## config.mk

```make
export PLATFORM = sky130hd
export DESIGN_NAME = base64_stream_encoder
export DESIGN_NICKNAME = d
export VERILOG_FILES = /design/src/sv/b64e_pkg.sv /design/src/sv/b64e_front.sv /design/src/sv/b64e_queue.sv /design/src/sv/b64e_back.sv /design/src/sv/base64_stream_encoder.sv
export SDC_FILE = /design/constraint.sdc
export NUM_CORES = 1
export LEC_CHECK = 0
export CORE_UTILIZATION = 37
export DETAILED_ROUTE_END_ITERATION = 10
export DONT_BUFFER_PORTS = 1
export HOLD_SLACK_MARGIN = 0.08
export PLACE_DENSITY = 0.61
export SYNTH_ARGS = -nofsm -noshare
export SYNTH_HDL_FRONTEND = slang
export SYNTH_SLANG_ARGS = --single-unit
export TNS_END_PERCENT = 10
```

## constraint.sdc

```tcl
create_clock -name clk -period 6.9 [get_ports clk]
set_clock_uncertainty 0.15 [all_clocks]
set_input_delay 0.69 -clock clk [delete_from_list [all_inputs] [get_ports clk]]
set_output_delay 0.69 -clock clk [all_outputs]
set_load 0.01 [all_outputs]
```

## src/sv/b64e_pkg.sv

```systemverilog
`default_nettype none
// ----------------------------------------------------------------------------
// b64e_pkg
// Shared types, constants and the alphabet lookup for the base64 encoder.
// ----------------------------------------------------------------------------
package b64e_pkg;

	localparam int unsigned BYTE_W   = 8;
	localparam int unsigned SEXTET_W = 6;
	localparam int unsigned GRP_CHARS = 4;
	localparam int unsigned IDX_W    = $clog2(GRP_CHARS);
	localparam int unsigned PAD_W    = 2;

	// group queue between front and back
	localparam int unsigned QDEPTH = 2;
	localparam int unsigned QPTR_W = (QDEPTH > 1) ? $clog2(QDEPTH) : 1;
	localparam int unsigned QCNT_W = $clog2(QDEPTH + 1);

	localparam logic [BYTE_W-1:0] PAD_CHAR = 8'h3D;

	// one finished group: four sextets, how many trailing pads, end of message
	typedef struct packed {
		logic [GRP_CHARS-1:0][SEXTET_W-1:0] sextet;
		logic [PAD_W-1:0]                   pad;
		logic                               last;
	} grp_t;

	// queue write side
	typedef struct packed {
		logic push;
		grp_t grp;
	} grp_push_t;

	// standard alphabet: A-Z, a-z, 0-9, '+', '/'
	function automatic logic [BYTE_W-1:0] sextet_char(input logic [SEXTET_W-1:0] v);
		logic [BYTE_W-1:0] w;
		logic [BYTE_W-1:0] c;
		w = {2'b00, v};
		if (v < 6'd26) begin
			c = 8'h41 + w;
		end else if (v < 6'd52) begin
			c = 8'h61 + (w - 8'd26);
		end else if (v < 6'd62) begin
			c = 8'h30 + (w - 8'd52);
		end else if (v == 6'd62) begin
			c = 8'h2B;
		end else begin
			c = 8'h2F;
		end
		return c;
	endfunction

endpackage
`default_nettype wire

```

## src/sv/b64e_front.sv

```systemverilog
`default_nettype none
// ----------------------------------------------------------------------------
// b64e_front
// Accepts bytes, holds a partial group and packs finished groups into sextets.
// ----------------------------------------------------------------------------
module b64e_front import b64e_pkg::*; (
	input  wire logic              clk,
	input  wire logic              arst_n,
	input  wire logic [BYTE_W-1:0] in_byte,
	input  wire logic              in_last,
	input  wire logic              in_valid,
	output logic                   in_stall,
	input  wire logic              q_full,
	output grp_push_t              q_wr
);

	logic [BYTE_W-1:0] held_first_q;
	logic [BYTE_W-1:0] held_second_q;
	logic [1:0]        held_count_q;
	logic              accept;
	logic              emit;
	grp_t              grp;

	assign in_stall = q_full;
	assign accept   = in_valid && !q_full;
	assign emit     = in_last || held_count_q[1];

	always_comb begin
		grp        = '0;
		grp.last   = in_last;
		unique case (held_count_q)
			2'd0: begin
				grp.sextet[0] = in_byte[7:2];
				grp.sextet[1] = {in_byte[1:0], 4'b0000};
				grp.pad       = 2'd2;
			end
			2'd1: begin
				grp.sextet[0] = held_first_q[7:2];
				grp.sextet[1] = {held_first_q[1:0], in_byte[7:4]};
				grp.sextet[2] = {in_byte[3:0], 2'b00};
				grp.pad       = 2'd1;
			end
			2'd2, 2'd3: begin
				grp.sextet[0] = held_first_q[7:2];
				grp.sextet[1] = {held_first_q[1:0], held_second_q[7:4]};
				grp.sextet[2] = {held_second_q[3:0], in_byte[7:6]};
				grp.sextet[3] = in_byte[5:0];
				grp.pad       = 2'd0;
			end
		endcase
	end

	assign q_wr.push = accept && emit;
	assign q_wr.grp  = grp;

	always_ff @(posedge clk or negedge arst_n) begin
		if (!arst_n) begin
			held_first_q  <= '0;
			held_second_q <= '0;
			held_count_q  <= '0;
		end else if (accept) begin
			if (emit) begin
				// drop pending state once a group leaves
				held_first_q  <= '0;
				held_second_q <= '0;
				held_count_q  <= '0;
			end else if (held_count_q == 2'd0) begin
				held_first_q <= in_byte;
				held_count_q <= 2'd1;
			end else begin
				held_second_q <= in_byte;
				held_count_q  <= 2'd2;
			end
		end
	end

endmodule
`default_nettype wire

```

## src/sv/b64e_queue.sv

```systemverilog
`default_nettype none
// ----------------------------------------------------------------------------
// b64e_queue
// Short group queue that decouples the byte side from the character side.
// ----------------------------------------------------------------------------
module b64e_queue import b64e_pkg::*; (
	input  wire logic      clk,
	input  wire logic      arst_n,
	input  wire grp_push_t wr,
	output logic           full,
	input  wire logic      pop,
	output logic           empty,
	output grp_t           head
);

	grp_t              mem_q [QDEPTH];
	logic [QPTR_W-1:0] wr_ptr_q;
	logic [QPTR_W-1:0] rd_ptr_q;
	logic [QCNT_W-1:0] cnt_q;
	logic              do_pop;

	assign full   = (cnt_q == QCNT_W'(QDEPTH));
	assign empty  = (cnt_q == '0);
	assign head   = mem_q[rd_ptr_q];
	assign do_pop = pop && !empty;

	function automatic logic [QPTR_W-1:0] ptr_next(input logic [QPTR_W-1:0] p);
		logic [QPTR_W-1:0] n;
		if (p == QPTR_W'(QDEPTH - 1)) begin
			n = '0;
		end else begin
			n = p + 1'b1;
		end
		return n;
	endfunction

	always_ff @(posedge clk) begin
		if (wr.push) begin
			mem_q[wr_ptr_q] <= wr.grp;
		end
	end

	always_ff @(posedge clk or negedge arst_n) begin
		if (!arst_n) begin
			wr_ptr_q <= '0;
			rd_ptr_q <= '0;
			cnt_q    <= '0;
		end else begin
			if (wr.push) begin
				wr_ptr_q <= ptr_next(wr_ptr_q);
			end
			if (do_pop) begin
				rd_ptr_q <= ptr_next(rd_ptr_q);
			end
			if (wr.push && !do_pop) begin
				cnt_q <= cnt_q + 1'b1;
			end else if (!wr.push && do_pop) begin
				cnt_q <= cnt_q - 1'b1;
			end
		end
	end

endmodule
`default_nettype wire

```

## src/sv/b64e_back.sv

```systemverilog
`default_nettype none
// ----------------------------------------------------------------------------
// b64e_back
// Walks the head group one character per cycle, unless stalled, into a registered output.
// ----------------------------------------------------------------------------
module b64e_back import b64e_pkg::*; (
	input  wire logic       clk,
	input  wire logic       arst_n,
	input  wire logic       q_empty,
	input  wire grp_t       q_head,
	output logic            q_pop,
	output logic [BYTE_W-1:0] out_char,
	output logic            out_last,
	output logic            out_valid,
	input  wire logic       out_stall
);

	logic [IDX_W-1:0]  idx_q;
	logic              out_valid_q;
	logic [BYTE_W-1:0] out_char_q;
	logic              out_last_q;
	logic              load;
	logic              take;
	logic              is_pad;
	logic              final_char;
	logic [BYTE_W-1:0] next_char;

	assign load       = !out_valid_q || !out_stall;
	assign take       = load && !q_empty;
	assign final_char = (idx_q == IDX_W'(GRP_CHARS - 1));
	assign q_pop      = take && final_char;
	assign is_pad     = ({1'b0, idx_q} + {1'b0, q_head.pad}) >= 3'(GRP_CHARS);
	assign next_char  = is_pad ? PAD_CHAR : sextet_char(q_head.sextet[idx_q]);

	always_ff @(posedge clk or negedge arst_n) begin
		if (!arst_n) begin
			idx_q       <= '0;
			out_valid_q <= 1'b0;
		end else if (take) begin
			idx_q       <= idx_q + 1'b1;
			out_valid_q <= 1'b1;
		end else if (load) begin
			out_valid_q <= 1'b0;
		end
	end

	always_ff @(posedge clk) begin
		if (take) begin
			out_char_q <= next_char;
			out_last_q <= q_head.last && final_char;
		end
	end

	assign out_char  = out_char_q;
	assign out_last  = out_last_q;
	assign out_valid = out_valid_q;

endmodule
`default_nettype wire

```

## src/sv/base64_stream_encoder.sv

```systemverilog
`default_nettype none
// Path: a finished group enters the group queue, then each of its characters is
//   registered in the output register, one per cycle while the output is not stalled.
// Throughput: one byte per cycle in unless the queue is full, one character per cycle out
//   unless out_stall; three bytes give four characters, so the character port sets the sustained rate.
// The two-entry group queue absorbs stalls on either side independently.
// Reset: arst_n clears pending bytes, queue pointers and the output valid at once.
// ----------------------------------------------------------------------------
// base64_stream_encoder
// Streaming base64 encoder with the standard alphabet and '=' padding.
// ----------------------------------------------------------------------------
module base64_stream_encoder import b64e_pkg::*; (
	input  wire logic              clk,
	input  wire logic              arst_n,
	input  wire logic [BYTE_W-1:0] in_byte,
	input  wire logic              in_last,
	input  wire logic              in_valid,
	output logic                   in_stall,
	output logic [BYTE_W-1:0]      out_char,
	output logic                   out_last,
	output logic                   out_valid,
	input  wire logic              out_stall
);

	// front to queue: a finished group plus its push strobe
	grp_push_t q_wr;
	logic      q_full;
	// queue to back: head group and pop when its last character is taken
	logic      q_empty;
	logic      q_pop;
	grp_t      q_head;

	// Front: hold up to two bytes per word stream, pack a group on the third
	// byte or on the last byte of a message. Stall only when the queue is full.
	b64e_front u_front (
		.clk      (clk),
		.arst_n   (arst_n),
		.in_byte  (in_byte),
		.in_last  (in_last),
		.in_valid (in_valid),
		.in_stall (in_stall),
		.q_full   (q_full),
		.q_wr     (q_wr)
	);

	// Queue: two groups deep so the front keeps taking words while the back
	// drains the previous group.
	b64e_queue u_queue (
		.clk    (clk),
		.arst_n (arst_n),
		.wr     (q_wr),
		.full   (q_full),
		.pop    (q_pop),
		.empty  (q_empty),
		.head   (q_head)
	);

	// Back: advance through the four characters of the head group, map each
	// sextet through the alphabet or substitute padding, and hold the output
	// register while the consumer stalls.
	b64e_back u_back (
		.clk       (clk),
		.arst_n    (arst_n),
		.q_empty   (q_empty),
		.q_head    (q_head),
		.q_pop     (q_pop),
		.out_char  (out_char),
		.out_last  (out_last),
		.out_valid (out_valid),
		.out_stall (out_stall)
	);

endmodule
`default_nettype wire

```

==> out/qor.yml, run 1 <==
die:
  io_pins: 24
  fp-row-count: 38
  start_util_pct: 38.71
  core_area_um2: 11030
  die_x_um: 109.4
  die-area_um2: 11970
  die_h_um: 109.4
power:
  leakage_nw: 1.802
  seqPwrFrac_pct: 36.8
  switchingPower_mw: 1.013
  vdd_ir_drop_max_mv: 0.2658
  clkPwrFrac_pct: 19.4
  internal_power_mw: 1.642
  p_sw_share_pct: 38.15
  power_mw: 2.655
  p_per_area_nw_per_um2: 556.2
  power_frac_comb_pct: 43.7
hold_path:
  hold_path_class: "in -> reg"
  holdPathStages: 0
  min_from: "in_last"
  hold_end: "u_queue.mem_q[0][0]"
drt:
  dr.max_layer_used: "met4"
  routed_wl_um: 7598
  drc: 0
  dr.pass1.iters: 4
  avgRoutedWirePerCell_um: 16.13
  routedLengthMet1_um: 3755
  ant_nets: 0
  met3WireLength_um: 254
  drtIter0Drc: 106
  route.vias.total: 2456
  vias_per_cell: 5.214
  routed-wl-met2_um: 3486
yosys:
  netlist.top_cell.by_area: "edfxtp_1"
  async_flop_share_pct: 28.41
  synth_area_per_cell_um2: 13.34
  synth_edf_count: 63
  seq_area_frac_synth_pct: 58.95
  synth_area_leaders: "edfxtp_1 (44%), dfrtp_1 (15%), nand2_1 (4.1%)"
  synthFlopType: "edfxtp_1"
  ys_ff_latch: 88
  netlist_area_um2: 4270
  synth_top_cell_area_share_pct: 44.30
  synth_cell_types: 53
  yosys_warnings: 0
  synth_cells: 320
  synth_nets: 344
global_route:
  grt_pass1_wl_um: 12690
  grt_use_total_pct: 14.21
  grt_pass1_vias: 2425
  antenna_found_initial: 0
  grt_max_degree: 28
  overflow: 0
placed_design:
  portBuffers: 0
  gp_congestion: 0.8392
  dp_hpwl_um: 5289
  pre_cts_ws_ns: 3.047
cells_and_area:
  area_growth_pct: 11.78
  fillCellCount: 1020
  utilization_pct: 43.27
  drive_gt1_share_pct: 14.20
  fin_nets: 350
  antennaDiodeCount: 0
timing:
  maxSlewViolCount: 0
  fin_tns_setup_ns: 0
  setup_ws_ns: 3.066
  max_freq_mhz: 260.8
  period_minus_slack_ns: 3.834
  hold_viol_final: 0
  finalCritPeriodShare_pct: 55.57
  tightest_slew_ns: 1.024
  setup_viol: 0
  maxSlewHeadroom_pct: 31.70
  grt_setup_unrepaired: "false"
clocking:
  h-tree-depth: 3
  cts_sinks: 88
  postCtsSetupBuffers: 0
  post_cts_resized: 0
  clock_latency_ns: 0.33
  clk_path_buf_depth: 2
  clk_pin_slew_worst_paths_ns: 0.07
  cts_root_buf: "clkbuf_16"
  cts-hold-fix-buffers: 2
  cts_made_buffers: 9
  cts_tree: "yes"
critical_path:
  r2r_start: "u_queue.rd_ptr_q"
  r2r_cells: 9
  start_kind: "flop"
  crit_arrival_ns: 3.87
  reg2reg_to: "u_back.out_char[4]"
  crit_path_end_kind: "flop"
  path_class: "reg -> reg"
  regToRegSetupSlack_ns: 3.07
  worst_ep_required_time_ns: 6.94
  crit_fanout: 22
flow_run:
  max_cap_viol_count: 0
outcome:
  outcome: "finished, final reports clean"
[state kept, by name (all words and copies together) (netlist names)]
name / flops
u_queue.cnt_q: 2
u_front.held_count_q: 2
u_back.idx_q: 2
u_back.out_last: 1
u_queue.rd_ptr_q: 1
u_back.out_char: 8
u_front.held_second_q: 8
u_queue.mem_q: 54
u_back.out_valid: 1
u_front.held_first_q: 8
u_queue.wr_ptr_q: 1
[cell usage after synthesis, drive strengths merged (2+ instances only)]
| master | n |
|---|---|
| nand2 | 47 |
| mux2 | 14 |
| nand3 | 7 |
| a22o | 8 |
| nor2b | 9 |
| nand2b | 4 |
| nor2 | 9 |
| o21a | 3 |
| and2 | 10 |
| buf | 4 |
| edfxtp | 63 |
| mux4 | 10 |
| dfrtp | 25 |
| a211o | 2 |
| xor2 | 3 |
| o21ai | 21 |
| a21oi | 4 |
| nand3b | 2 |
| clkbuf | 7 |
| a211oi | 3 |
| o211a | 2 |
| ha | 11 |
| a22oi | 2 |
| nand4 | 4 |
| nor3 | 3 |
| inv | 8 |
| mux2i | 12 |
| a31oi | 3 |
| xnor2 | 4 |
| o22ai | 2 |
[critical path, stage by stage (launching register included)]
cell      delay (ns)
dfrtp_1         1.02
mux4_1          0.68
nand2_1         0.08
nand2_1         0.15
inv_1           0.14
ha_1            0.32
nand3b_1        0.24
or4b_1          0.48
a211o_1         0.28
a31oi_1         0.15
[how the worst max path moves through the flow]
stage | from | to | slack, ns | cells after the start
after global placement | u_queue.rd_ptr_q | u_back.out_char[4] | 3.14 | 9
after detailed placement | u_queue.rd_ptr_q | u_back.out_char[4] | 3.05 | 9
after floorplan | u_queue.rd_ptr_q | u_back.out_char[4] | 3.74 | 11
final | u_queue.rd_ptr_q | u_back.out_char[4] | 3.07 | 9
after CTS | u_queue.rd_ptr_q | u_back.out_char[4] | 3.05 | 9
after global routing | u_queue.rd_ptr_q | u_back.out_char[4] | 2.79 | 9
[cell type report]
class                      instances  area, µm²  area share, %
clock inverter                     5      67.56          1.415
multi-input combinational        213       1669          34.97
tap                              140      175.2          3.670
sequential                        88       2517          52.74
inverter                           8      30.03         0.6291
clock buffer                      11      254.0          5.321
timing repair buffer               6      60.06          1.258
[stage by stage]
stage          hold slack [ns]  instances  instance area, µm²
5_1_grt                 0.2955        471                4773
3_5_place_dp            0.2451        453                4422
2_1_floorplan           0.2444        320                4270
6_report                0.3072        471                4773
3_3_place_gp            0.2451        453                4422
4_1_cts                 0.2976        471                4773
[power groups by stage]
stage	combinational (mW)	sequential, mW	clock (mW)
after floorplan	0.983	0.905	0
after global placement	1.14	0.985	0
after detailed placement	1.15	0.992	0
after CTS	1.17	0.982	0.527
after global routing	1.30	1.01	0.547
final	1.16	0.977	0.516
[per-layer routing]
| metal | up-vias | track usage (%) |
|---|---|---|
| met5 | - | 0 |
| met4 | 0 | 4.286 |
| met3 | 10 | 3.497 |
| met2 | 46 | 22.06 |
| met1 | 1180 | 19.68 |
| li1 | 1220 | - |
[cells in the final DEF, fill, tap and decap left out, types with 2 or more instances in the layout]
cell and instances:
xnor2_1 4, o21a_1 3, dfrtp_1 25, nor2b_1 9, nand3b_1 2, inv_1 7, inv_6 3, a211oi_1 3
nor2_1 8, nand2b_1 4, o211a_1 2, xor2_1 3, nor3_1 3, mux2i_2 2, mux4_1 5, and2_1 10
mux2_2 13, clkbuf_16 10, a211o_1 2, ha_1 11, a21oi_1 4, buf_4 4, mux2i_1 9, o21ai_0 20
a22o_1 8, mux4_2 5, edfxtp_1 63, nand4_1 4, nand2_1 47, a31oi_1 3, o22ai_1 2, nand3_1 7
[cell families (layout without fill, tap and decap cells)]
kind of cell / after synthesis / after routing / synth area share, %
adder cells (fa/ha/maj): 11 / 11 / 3.223
multiplexers: 36 / 36 / 12.69
AND/OR/NAND/NOR: 99 / 99 / 11.10
flip-flops: 88 / 88 / 58.95
buffers and inverters: 19 / 30 / 2.022
XOR/XNOR: 7 / 7 / 1.436
AO/OA/AOI/OAI: 60 / 60 / 10.58
Power figures use the tool's default switching activity.
==> run 2, diff against run 1 <==
clock period = 3.8 ns   (was 6.9 ns; I/O delays follow)
==> run 2 against run 1 <==
  * Cell area up 1.5%
  * Sequential cell count did not move
  * Total power is 78% higher
  * Sequential power increased by 78%
  * First-iteration DRC count fell by 13%
  * Routed wire length increased by 5.3%
  * Register-to-register slack worse by 2.7 ns
  * Critical endpoint is now u_back.out_char[5]
  * Highest routed layer unchanged
==> out/qor.yml, run 2 (synthesized netlist as in run 1, its figures left out) <==
die:
  start_util_pct: 38.71
  core_area_um2: 11030
  die-area_um2: 11970
  die_x_um: 109.4
  io_pins: 24
  fp-row-count: 38
  die_h_um: 109.4
placed_design:
  pre_cts_ws_ns: 0.3695
  gp_congestion: 0.8491
  portBuffers: 0
  place_inst: 456
  dp_hpwl_um: 5623
global_route:
  grt_use_total_pct: 15.10
  antenna_found_initial: 0
  grt_pass1_wl_um: 13340
  grt_max_degree: 28
  overflow: 0
  grt_pass1_vias: 2548
timing:
  grt_setup_unrepaired: "false"
  setup_viol: 0
  max_freq_mhz: 289.6
  tightest_slew_ns: 0.9530
  finalCritPeriodShare_pct: 90.87
  fin_tns_setup_ns: 0
  hold_viol_final: 0
  period_minus_slack_ns: 3.453
  setup_ws_ns: 0.3470
  maxSlewHeadroom_pct: 36.23
  hold_ws_ns: 0.1200
  maxSlewViolCount: 0
cells_and_area:
  drive_gt1_share_pct: 14.53
  antennaDiodeCount: 0
  area_growth_pct: 13.45
  fin_cells: 484
  utilization_pct: 43.92
  mostFrequentLayoutCells: "edfxtp_1 (63), nand2_1 (47), dfrtp_1 (25), o21ai_0 (20), mux2_2 (13)"
  largest_reg_flops: 54
  regMostFlops: "u_queue.mem_q"
  final_common_cell: "edfxtp_1"
  fin_nets: 363
drt:
  vias_per_cell: 5.298
  avgRoutedWirePerCell_um: 16.53
  route.vias.total: 2564
  routed_wl_um: 8000
  ant_nets: 0
  dr.pass1.iters: 4
  drc: 0
  drtIter0Drc: 92
hold_path:
  holdPathStages: 1
  hold_path_class: "in -> reg"
clocking:
  clk_pin_slew_worst_paths_ns: 0.06
  clk_path_buf_depth: 2
  postCtsSetupBuffers: 0
  post_cts_resized: 0
  cts_sinks: 88
  cts_tree: "yes"
  cts_root_buf: "clkbuf_16"
  h-tree-depth: 3
  clock_latency_ns: 0.34
  cts_made_buffers: 9
power:
  p_per_area_nw_per_um2: 977.5
  vdd_ir_drop_max_mv: 0.4103
  leakage_nw: 1.838
critical_path:
  crit_fanout: 18
  worst_ep_required_time_ns: 3.68
  max_stage_delay_ns: 0.79
  r2r_cells: 9
  path_class: "reg -> reg"
  slowest_stage: "dfrtp_1"
  crit_arrival_ns: 3.33
  start_kind: "flop"
  crit_chain: "mux2_1 -> a2bb2oi_2 -> nand2_1 -> inv_1 -> ha_1 -> a41oi_4 -> mux2_2 -> nor3_1 -> o221ai_1"
  crit_path_end_kind: "flop"
flow_run:
  max_cap_viol_count: 0
outcome:
  outcome: "finished, final reports clean"
==> run 2: cell count changes in the layout (fill, tap and decap cells not counted) <==
| cell | previous run | this run |
|---|---|---|
| dlygate4sd3_1 | 1 | 11 |
| buf_4 | 4 | 7 |
| clkinv_2 | 0 | 3 |
| bufinv_16 | 1 | 0 |
| clkbuf_1 | 1 | 0 |
| clkbuf_16 | 10 | 9 |
| clkinv_1 | 0 | 1 |
| clkinv_4 | 0 | 1 |
| inv_6 | 3 | 2 |
| inv_8 | 1 | 0 |
==> run 2: routing by layer <==
metal,track usage (%),wire (µm),vias to the layer above
li1,-,-,1244
met1,20.41,3922,1234
met2,22.78,3635,67
met3,3.794,289,19
met4,7.048,153,0
met5,0,0,-
==> run 2: final cells by class <==
cell class              count  area [µm²]
fillers                  1010        6186
flip-flops and latches     88        2517
multi-input cells         213        1669
clock buffers               9       225.2
repair buffers             19       182.7
well taps                 140       175.2
clock inverters             7       45.04
inverters                   8       30.03
==> run 2: timing repair <==
action	4_1_cts	5_1_grt
hold buffers	12	0
setup endpoints to repair	0	0
hold endpoints to repair	44	0
==> run 2: final timing paths <==
check | from | endpoint | slack, ns
worst max-delay path | u_back.idx_q[1] | u_back.out_char[5] | 0.35
worst min register to register | u_front.held_first_q[7] | u_front.held_first_q[7] | 0.33
worst min-delay path | in_byte[5] | u_queue.mem_q[1][26] | 0.12
max in group asynchronous | arst_n | u_back.idx_q[0] | 3.01
min in group asynchronous | arst_n | u_front.held_second_q[5] | 0.32
worst max register to register | u_back.idx_q[1] | u_back.out_char[5] | 0.35
==> run 2: through the flow <==
| stage | area [µm²] | power [mW] |
|---|---|---|
| finish | 4845 | 4.736 |
| detailed placement | 4444 | 3.926 |
| floorplan | 4270 | 3.428 |
| CTS | 4845 | 4.765 |
| global route | 4845 | 5.090 |
| global placement | 4444 | 3.894 |
==> run 2: where the power goes <==
part / switching, mW / total, mW / internal (mW)
Sequential: 0.248 / 1.74 / 1.50
Combinational: 1.24 / 2.19 / 0.950
Clock: 0.364 / 0.807 / 0.443
==> run 2: worst max-delay path: cells and delay by family (launching register included) <==
kind / cells / cell delay, ns
muxes: 2 / 0.79
adders and majority gates: 1 / 0.28
and+or+nand+nor: 2 / 0.37
buffers and inverters: 1 / 0.11
DFF: 1 / 0.79
AOI/OAI and AO/OA: 3 / 0.63
==> run 3, diff against run 2 <==
CORE_MARGIN = 5   (was default)
CORE_UTILIZATION = 43   (was 37)
PLACE_DENSITY = 0.68   (was 0.61)
==> run 3 against run 2 <==
  * Worst setup slack improved by 0.17 ns
  * Total power fell by 2.0%
  * Combinational power is 2% higher
  * Global-route usage is 0.76 points lower
  * Sequential cell count unchanged
  * Worst hold slack worse by 0.018 ns
  * Highest routed layer unchanged
==> out/qor.yml, run 3 (synthesized netlist as in run 1, its figures left out) <==
global_route:
  grt_pass1_wl_um: 12940
  overflow: 0
  grt_pass1_vias: 2569
  antenna_found_initial: 0
  busiest_layer: "met2"
  grtUsageMet2_pct: 22.97
  met1_usage_pct: 18.19
  grt_max_degree: 28
  grt_use_total_pct: 14.34
  globalRouteMet3Util_pct: 4.463
timing:
  hold_ws_ns: 0.1019
  fin_tns_setup_ns: 0
  maxSlewViolCount: 0
  tightest_slew_ns: 0.8726
  maxSlewHeadroom_pct: 41.61
  finalCritPeriodShare_pct: 86.41
  hold_viol_final: 0
  setup_viol: 0
  period_minus_slack_ns: 3.284
  max_freq_mhz: 304.5
  grt_setup_unrepaired: "false"
die:
  die-area_um2: 12020
  die_x_um: 109.7
  core_area_um2: 9729
  fp-row-count: 36
  start_util_pct: 43.89
  die_h_um: 109.7
  io_pins: 24
clocking:
  cts_made_buffers: 9
  postCtsSetupBuffers: 0
  clk_path_buf_depth: 2
  cts_tree: "yes"
  clock_latency_ns: 0.36
  cts_root_buf: "clkbuf_8"
  post_cts_resized: 0
  clk_pin_slew_worst_paths_ns: 0.09
  cts_sinks: 88
  h-tree-depth: 3
power:
  internal_power_mw: 2.811
  power_frac_comb_pct: 48.0
  p_sw_share_pct: 39.40
  clkPwrFrac_pct: 14.9
  seqPwrFrac_pct: 37.2
  switchingPower_mw: 1.827
  leakage_nw: 1.830
  vdd_ir_drop_max_mv: 0.4067
  p_per_area_nw_per_um2: 963.2
critical_path:
  reg2reg_to: "u_back.out_char[7]"
  crit_buf_inv: 1
  crit_end: "u_back.out_char[7]"
  start_kind: "flop"
  max_stage_delay_ns: 0.68
  crit_fanout: 15
  slowest_stage: "dfrtp_1"
  path_class: "reg -> reg"
  r2r_cells: 9
  crit_path_end_kind: "flop"
  r2r_start: "u_back.idx_q[1]"
  worst_ep_required_time_ns: 3.83
  critical_path.startpoint: "u_back.idx_q[1]"
  cp_num_cells: 9
  regToRegSetupSlack_ns: 0.52
  crit_arrival_ns: 3.31
  crit_chain: "mux2_1 -> a2bb2oi_2 -> nand2_1 -> inv_1 -> ha_1 -> a41oi_4 -> mux2_2 -> o22a_1 -> nor3b_1"
  cp_top_family: "multiplexers"
outcome:
  outcome: "finished, final reports clean"
drt:
  dr.pass1.iters: 4
  vias_per_cell: 5.360
  route.vias.total: 2573
  drc: 0
  drtIter0Drc: 94
  avgRoutedWirePerCell_um: 16.40
  routed_wl_um: 7870
  ant_nets: 0
cells_and_area:
  regMostFlops: "u_queue.mem_q"
  area_growth_pct: 12.77
  drive_gt1_share_pct: 15.27
  fin_nets: 366
  final_common_cell: "edfxtp_1"
  fin_cells: 480
  antennaDiodeCount: 0
  largest_reg_flops: 54
  mostFrequentLayoutCells: "edfxtp_1 (63), nand2_1 (47), dfrtp_1 (25), o21ai_0 (20), mux2_2 (13)"
placed_design:
  dp_hpwl_um: 5713
  gp_congestion: 0.9164
  portBuffers: 0
  place_inst: 451
flow_run:
  max_cap_viol_count: 0
hold_path:
  min_from: "in_byte[4]"
  hold_path_class: "in -> reg"
[run 3: worst min path at each step]
stage / depth (start not counted) / endpoint / slack, ns
after detailed placement: 0 / u_front.held_second_q[5] / -0.06
after CTS: 1 / u_queue.mem_q[0][7] / 0.08
final: 1 / u_queue.mem_q[0][25] / 0.10
after global routing: 1 / u_queue.mem_q[0][25] / 0.08
after global placement: 0 / u_front.held_second_q[5] / -0.06
after floorplan: 0 / u_back.idx_q[0] / -0.07
[run 3: what timing repair did]
item / in CTS / in global routing
endpoints found under the hold margin: 48 / 2
setup endpoints to repair: 0 / 0
hold buffers: 12 / 1
[run 3: per-stage QoR]
| stage | setup slack (ns) | total power, mW | area [µm²] | util [%] |
|---|---|---|---|---|
| 2_1_floorplan | 0.6434 | 3.428 | 4270 | - |
| 3_3_place_gp | 0.6403 | 3.896 | 4451 | 45.74 |
| 3_5_place_dp | 0.5515 | 3.943 | 4451 | 45.74 |
| 4_1_cts | 0.5371 | 4.660 | 4806 | 49.40 |
| 5_1_grt | 0.3169 | 4.986 | 4816 | 49.50 |
| 6_report | 0.5164 | 4.639 | 4816 | 49.50 |
[run 3: layer usage]
metal	routed length (µm)	vias up	share of wire, %
met5	0	-	0
met4	114	0	1.4
met3	329	14	4.2
met2	3757	55	48
met1	3669	1251	47
li1	-	1253	-
[run 3: area by class of cell]
cell class	count	area, µm²
inverters	8	30.03
flip-flops and latches	88	2517
fillers	845	4913
multi-input cells	213	1669
clock buffers	12	187.7
clock inverters	4	37.54
well taps	133	166.4
repair buffers	22	207.7
[run 3: power by group through the flow]
| stage | registers (mW) | clock network [mW] | logic [mW] |
|---|---|---|---|
| floorplan | 1.64 | 0 | 1.78 |
| global placement | 1.73 | 0 | 2.17 |
| detailed placement | 1.75 | 0 | 2.19 |
| CTS | 1.73 | 0.712 | 2.22 |
| global route | 1.77 | 0.757 | 2.46 |
| finish | 1.72 | 0.689 | 2.23 |
